## src/hdl/rai_pkg.sv

```systemverilog
// Shared types and constants for the ray versus box slab test pipeline.
package rai_pkg;

    localparam int NUM_AXES  = 3;
    localparam int COORD_W   = 32;
    localparam int DIR_W     = 18;
    localparam int THR_W     = 17;
    localparam int DIST_W    = 31;
    localparam int NORM_W    = 2;
    localparam int STEP_BITS = 4;
    localparam int PROD_W    = DIR_W + COORD_W;
    localparam int OFF_W     = COORD_W + 2;
    localparam int S_DATA_W  = 344;
    localparam int M_DATA_W  = 136;

    localparam logic [THR_W-1:0]  THR_RESET = THR_W'(1);
    localparam logic [NORM_W-1:0] NORM_POS  = 2'b01;
    localparam logic [NORM_W-1:0] NORM_NEG  = 2'b11;
    localparam logic [NORM_W-1:0] NORM_NONE = 2'b00;
    localparam logic signed [COORD_W-1:0] COORD_MAX = 32'sh7FFF_FFFF;
    localparam logic signed [COORD_W-1:0] COORD_MIN = 32'sh8000_0000;

    typedef logic signed [COORD_W-1:0] coord_t;
    typedef logic signed [DIR_W-1:0]   dir_t;
    typedef coord_t [NUM_AXES-1:0]     coord3_t;
    typedef dir_t [NUM_AXES-1:0]       dir3_t;

    typedef struct packed {
        coord3_t              org;
        dir3_t                dir;
        coord3_t              lo;
        coord3_t              hi;
        logic [NUM_AXES-1:0]  par;
        logic                 par_rej;
    } side_t;

endpackage

```

## src/hdl/rai_div.sv

```systemverilog
// Pipelined unsigned restoring divider with signed, saturated 32-bit quotient.
module rai_div import rai_pkg::*; #(
    parameter int NUM_W = 49,
    parameter int DEN_W = 18
) (
    input  logic                  aclk,
    input  logic                  en,
    input  logic [NUM_W-1:0]      num_mag,
    input  logic [DEN_W-1:0]      den_mag,
    input  logic                  neg,
    output coord_t                quot
);

    localparam int STAGES = (NUM_W + STEP_BITS - 1) / STEP_BITS;
    localparam int PAD_W  = STAGES * STEP_BITS;

    logic [PAD_W-1:0] work_reg [STAGES+1];
    logic [DEN_W-1:0] rem_reg  [STAGES+1];
    logic [DEN_W-1:0] den_reg  [STAGES+1];
    logic             neg_reg  [STAGES+1];
    coord_t           quot_reg;

    assign work_reg[0] = PAD_W'(num_mag);
    assign rem_reg[0]  = '0;
    assign den_reg[0]  = den_mag;
    assign neg_reg[0]  = neg;

    for (genvar s = 0; s < STAGES; s++) begin : g_stage
        logic [PAD_W-1:0] work_next;
        logic [DEN_W-1:0] rem_next;

        always_comb begin
            logic [DEN_W:0]   r;
            logic [PAD_W-1:0] w;
            r = {1'b0, rem_reg[s]};
            w = work_reg[s];
            for (int j = 0; j < STEP_BITS; j++) begin
                r = {r[DEN_W-1:0], w[PAD_W-1]};
                w = {w[PAD_W-2:0], 1'b0};
                if (r >= {1'b0, den_reg[s]}) begin
                    r = r - {1'b0, den_reg[s]};
                    w[0] = 1'b1;
                end
            end
            work_next = w;
            rem_next  = r[DEN_W-1:0];
        end

        always_ff @(posedge aclk) begin
            if (en) begin
                work_reg[s+1] <= work_next;
                rem_reg[s+1]  <= rem_next;
                den_reg[s+1]  <= den_reg[s];
                neg_reg[s+1]  <= neg_reg[s];
            end
        end
    end

    logic [NUM_W-1:0] q;
    logic             q_big;
    logic             q_half;
    coord_t           quot_next;

    always_comb begin
        q      = work_reg[STAGES][NUM_W-1:0];
        q_big  = |q[NUM_W-1:COORD_W-1];
        q_half = q[COORD_W-1] && (q[NUM_W-1:COORD_W] == '0) && (q[COORD_W-2:0] == '0);
        if (!neg_reg[STAGES]) begin
            quot_next = q_big ? COORD_MAX : coord_t'(q[COORD_W-1:0]);
        end else begin
            quot_next = (q_big && !q_half) ? COORD_MIN : coord_t'(-q[COORD_W-1:0]);
        end
    end

    always_ff @(posedge aclk) begin
        if (en) begin
            quot_reg <= quot_next;
        end
    end

    assign quot = quot_reg;

endmodule

```

## config.mk

```make
export PLATFORM = sky130hd
export DESIGN_NAME = rai_div
export DESIGN_NICKNAME = d
export VERILOG_FILES = /design/src/hdl/rai_pkg.sv /design/src/hdl/rai_div.sv
export SDC_FILE = /design/constraint.sdc
export NUM_CORES = 2
export LEC_CHECK = 0
export BUFFER_PORTS_ARGS = -buffer_cell sky130_fd_sc_hd__buf_2
export CORE_ASPECT_RATIO = 1.5
export CORE_MARGIN = 2
export CORE_UTILIZATION = 50
export DETAILED_ROUTE_END_ITERATION = 8
export PLACE_DENSITY = 0.66
export REMOVE_ABC_BUFFERS = 1
export SLEW_MARGIN = 10
export SYNTH_ARGS = -nofsm -noshare
export SYNTH_HDL_FRONTEND = slang
export SYNTH_SLANG_ARGS = --single-unit
```

## constraint.sdc

```tcl
create_clock -name aclk -period 15.3 [get_ports aclk]
set_input_delay 3.06 -clock aclk [delete_from_list [all_inputs] [get_ports aclk]]
set_output_delay 3.06 -clock aclk [all_outputs]
set_load 0.02 [all_outputs]
```

* Word level (Yosys, flattened, before mapping)
Index checks and enable logic that the tools add are counted. W data, S select, Z words.
Word-level totals: bits of input ports 70, output and inout bits 32, logic and storage cells 268, register bits after elaboration 1150
Cells by class: reductions and logical operators 7, magnitude comparators 52, add/sub/neg operators 52, multiplexer cells 106
Operator list (count):
- $ge A19 B18 Y1 | 51
- $mux W18 | 51
- $sub A18 B18 Y18 | 50
- $mux W32 | 3
- $mux W1 | 52
- $neg A32 Y32 | 1
- $logic_not A31 Y1 | 1
- $ge A1 B18 Y1 const A | 1
- $reduce_or A18 Y1 | 1
- $sub A1 B18 Y18 const A | 1
- $logic_not A17 Y1 | 1
- $logic_and A1 B1 Y1 | 3
- $logic_not A1 Y1 | 1

* Longest topological paths before layout
depth in word-level cells 8, mapped depth 57, depth with buffers taken out 51

* Worst setup path before layout
OpenSTA, ideal clock, no wires.
path kind register -> register, start reg den_reg[37] (netlist name), end reg rem_reg[28] (netlist name) (data pin), data arrival time 12.054 ns, path buffers 6, required time 15.040 ns, period minus slack after synthesis 12.314 ns, setup slack 2.986 ns, setup time 0.260 ns, cell stages (with the launch flop) 55, cell sequence edfxtp_1 -> inv_1 -> ha_1 -> nor2b_1 -> o31a_1 -> o21a_1 -> o21ai_0 -> o22ai_1 -> o31ai_1 -> clkbuf_1 -> clkbuf_1 -> nor2_1 -> a21oi_1 -> inv_1 -> ha_1 -> nor2b_1 -> o21ai_0 -> a21oi_1 -> [19 not listed] -> o21ai_2 -> clkbuf_1 -> mux2_2 -> inv_1 -> ha_1 -> nor2b_1 -> o21ai_0 -> a21oi_1 -> o21ai_0 -> a211oi_1 -> o21ai_0 -> a21boi_0 -> o21ai_0 -> nand2b_1 -> o21ai_0 -> o2111ai_1 -> buf_2 -> mux2_2
On the way: cells in the longest elaborated chain, start to end 8, elaborated cells on any way between the ends 12, classes of those cells 4 x add/sub; 4 x order compare; 4 x mux
RTL lines:
- start, declared | RTL line rai_div.sv:19 | logic [DEN_W-1:0] den_reg [STAGES+1];
- start signal, assigned by index | RTL line rai_div.sv:53 | den_reg[s+1] <= den_reg[s];
- $sub A18 B18 Y18 or $ge A19 B18 Y1 (tied branches) | RTL line rai_div.sv:41, rai_div.sv:40
- $mux W18 | RTL line rai_div.sv:40 | if (r >= {1'b0, den_reg[s]}) begin
- $sub A18 B18 Y18 or $ge A19 B18 Y1 (tied branches) | RTL line rai_div.sv:41, rai_div.sv:40
- $mux W18 | RTL line rai_div.sv:40
- $sub A18 B18 Y18 or $ge A19 B18 Y1 (tied branches) | RTL line rai_div.sv:41, rai_div.sv:40
- $mux W18 | RTL line rai_div.sv:40
- $sub A18 B18 Y18 or $ge A19 B18 Y1 (tied branches) | RTL line rai_div.sv:41, rai_div.sv:40
- $mux W18 * | RTL line rai_div.sv:40
- end signal, assigned by index | RTL line rai_div.sv:52 | rem_reg[s+1] <= rem_next;
- end, declared | RTL line rai_div.sv:18 | logic [DEN_W-1:0] rem_reg [STAGES+1];
Every way passes the cells marked *; elsewhere a longest branch is shown, timed or not. A chain may end at the register's enable or synchronous reset.

* Worst setup path after layout
start reg den_reg[186] (netlist name), end reg rem_reg[168] (netlist name) (data pin)
On the way: cells in the longest elaborated chain, start to end 8, elaborated cells on any way between the ends 12, classes of those cells 4 x add/sub; 4 x order compare; 4 x mux
RTL lines (RTL line):
- $sub A18 B18 Y18 or $ge A19 B18 Y1 (tied branches) | rai_div.sv:41, rai_div.sv:40
- $mux W18 | rai_div.sv:40
- $sub A18 B18 Y18 or $ge A19 B18 Y1 (tied branches) | rai_div.sv:41, rai_div.sv:40
- $mux W18 | rai_div.sv:40
- $ge A19 B18 Y1 or $sub A18 B18 Y18 (tied branches) | rai_div.sv:40, rai_div.sv:41
- $mux W18 | rai_div.sv:40
- $sub A18 B18 Y18 or $ge A19 B18 Y1 (tied branches) | rai_div.sv:41, rai_div.sv:40
- $mux W18 * | rai_div.sv:40
Marks and branches as above.

==> metrics <==
sequential-to-total area share from yosys stat=38.9%; first-pass GRT wire length=367 mm; post-synthesis xor/xnor area fraction=6.85%; utilization after layout=54.6%; I/O Buffers=101; FILL cells=15098; I/O Pins=102; die area=175000 sq um; Synth Area in Compound Gates=17.8%; Mapped Cells=8542; detail-routed via count per cell=6.00; combinational family with the most area after synthesis=compound AO/OA/AOI/OAI gates; GR met3 Demand/Resource=2.74%; Clock Skews=55.6 ps; slew margin rel.=23.0%; Max Root-Sink Buffers=3; most common cell in the synthesized netlist=edfxtp_1; async set-reset flop share out of synthesis=0%; Max Cap Viol=0; clock latency on the worst-skew pair=800 ps; gr ovfl total=0; failing checks=design-rule violations; Largest stage delay, worst path=730 ps; GR Util met2=51.3%; Hold EP=g_stage[2].$4.w[34]; layout cells sized above 1=9.63%; vias post-DR=66339; Synth top area share=38.9%; nets@finish=9738; Layout area overhead=8.76%; Horiz. Die Dim=342 um; Synth area leader=edfxtp_1; CP Class=flip-flop to flip-flop; final-report hold violation count=0; largest net degree at the start of global routing=192; FF-to-FF Start=den_reg[186]; setup TNS=0 ps; DRT Wirelength=241 mm; GRT Total Usage=26.8%; Post CTS Setup Buffer Count=0; Slew Viols, Final=0; DRC Markers=18; height of the die=512 um; number of antenna violations at the first check in global routing=5; met1 Use GR=27.1%; max reg flops=540; Hold Path Stages=0; Final min period=13950 ps; Clock Sinks=1114; CTS tree=built; status=complete, but fails checks; CP max FO=22; Avg Inst Size Synth=10.1 sq um; Netlist Area Pre-Place=85900 sq um; beginning of the worst hold path=g_stage[1].$4.w[30]; worst path arrival time=14460 ps; Setup Viol. Count Final=0; WL/cell=21.8 um; core area=171000 sq um; vias in the first global route=66015; most frequent CP cell=o21ai_0; Adder-Cell Fraction of Synth Area=14.5%; CP Capture Type=flip-flop; dominant cells by area after synthesis=edfxtp_1 39%, ha_1 13%, mux2_2 5.3%; Max Clock Freq=71.7 MHz; Reg2Reg Depth=45; startpoint types=flip-flop; RSZ-0062 raised after global routing=no; Synth Warn #=0; htree depth=3; Crit Reg-Reg Endpoint=rem_reg[168]; slowest CP cell=nor4_1; Initial Util=50.2%; Distinct cells, synth=93; GPL Wtd Cong=0.959; Iter 0 DRT Violations=3890; Slew @ Worst Pin=1150 ps; predominant post-synthesis flop cell=edfxtp_1; Tcrit/Tclk final=91.2%; register-to-register setup slack=1350 ps; EDFF count, synth=1114; Seq cells post-synth=1114; Inserted Clock Buffers=113; Antenna Nets Post-Route=0; Clk pin slew, worst setup/hold paths=70 ps; Worst Path Required=15810 ps; mux share of post-synthesis cell area=6.33%; HP Class=flip-flop to flip-flop; root buf cell=clkbuf_16; row count=186; detailed-placement wirelength estimate=192 mm; drt pass-1 iters=9; busiest metal layer after global routing=met2; simple-gate share of the synthesized area=12.2%; top cells by count, synth=1114 x edfxtp_1, 919 x ha_1, 678 x a21oi_1, 635 x inv_1, 567 x nand2_1
[logic make-up (layout without fill, tap and decap cells)]
kind of cell               count (synthesis)  in the layout
xor gates and xnor gates                 672            672
AOI/OAI and AO/OA                       2384           2384
other                                      1             13
DFF                                     1114           1114
muxes                                    493            493
and+or+nand+nor                         2130           2130
buffers and inverters                    781           1031
adders and majority gates                967            967
[worst max-delay path by stage]
stage | endpoint | cells after the start | start
floorplan | rem_reg[20] | 47 | den_reg[37]
global placement | rem_reg[170] | 45 | den_reg[186]
detailed placement | rem_reg[168] | 45 | den_reg[186]
CTS | rem_reg[168] | 45 | den_reg[186]
global route | rem_reg[168] | 46 | den_reg[186]
finish | rem_reg[168] | 45 | den_reg[186]
[worst max-delay path, delay by kind of cell, from the launching register on]
| kind | cells | cell delay, ps |
|---|---|---|
| compound gates | 21 | 5650 |
| fa+ha+maj | 4 | 1330 |
| buf+inv | 6 | 1700 |
| flops | 1 | 380 |
| mux | 4 | 1730 |
| simple gates | 10 | 2870 |
[routing by layer]
metal  vias to the layer above  share of wire [%]
met2                      1606                 54
met4                         4                7.4
met3                       665                3.3
met1                     31824                 36
met5                         -              0.012
li1                      32240                  -
[per-stage QoR]
stage | hold WS, ps | area, sq um | cells | worst slack [ps]
global route | 364 | 93400 | 11059 | 146
finish | 370 | 93400 | 11060 | 1350
floorplan | 400 | 85400 | 8415 | 1560
global placement | 400 | 89400 | 10842 | 1590
detailed placement | 405 | 89400 | 10842 | 1370
CTS | 357 | 93400 | 11055 | 1280
[cells in the final DEF (no fill, tap or decap), types with 137 or more instances in the layout]
cell and count:
nand2_1 567, mux2_2 404, xnor2_1 427, nor3_1 137
a21o_1 353, nor2_1 555, inv_1 635, ha_1 919
nor2b_1 142, xor2_1 245, edfxtp_1 1114, nand3_1 138
a21oi_1 678, o21ai_0 544
[final cells by class]
cell class              instances  area [sq um]  share of cell area [%]
flip-flops and latches       1114         33500                    35.8
multi-input cells            6654         49600                    53.1
repair buffers                171          1080                    1.16
inverters                     647          2430                    2.60
clock buffers                 126          2900                    3.10
well taps                    2256          2820                    3.02
clock inverters                87          1080                    1.15
diodes                          5          12.5                  0.0134
[what timing repair did]
item	4_1_cts	5_1_grt
resized for setup	0	2
hold buffers	0	0
setup endpoints to repair	0	31
Power is not shown: default switching activity piles up to over one toggle a cycle in this logic, so the estimate is an artifact.
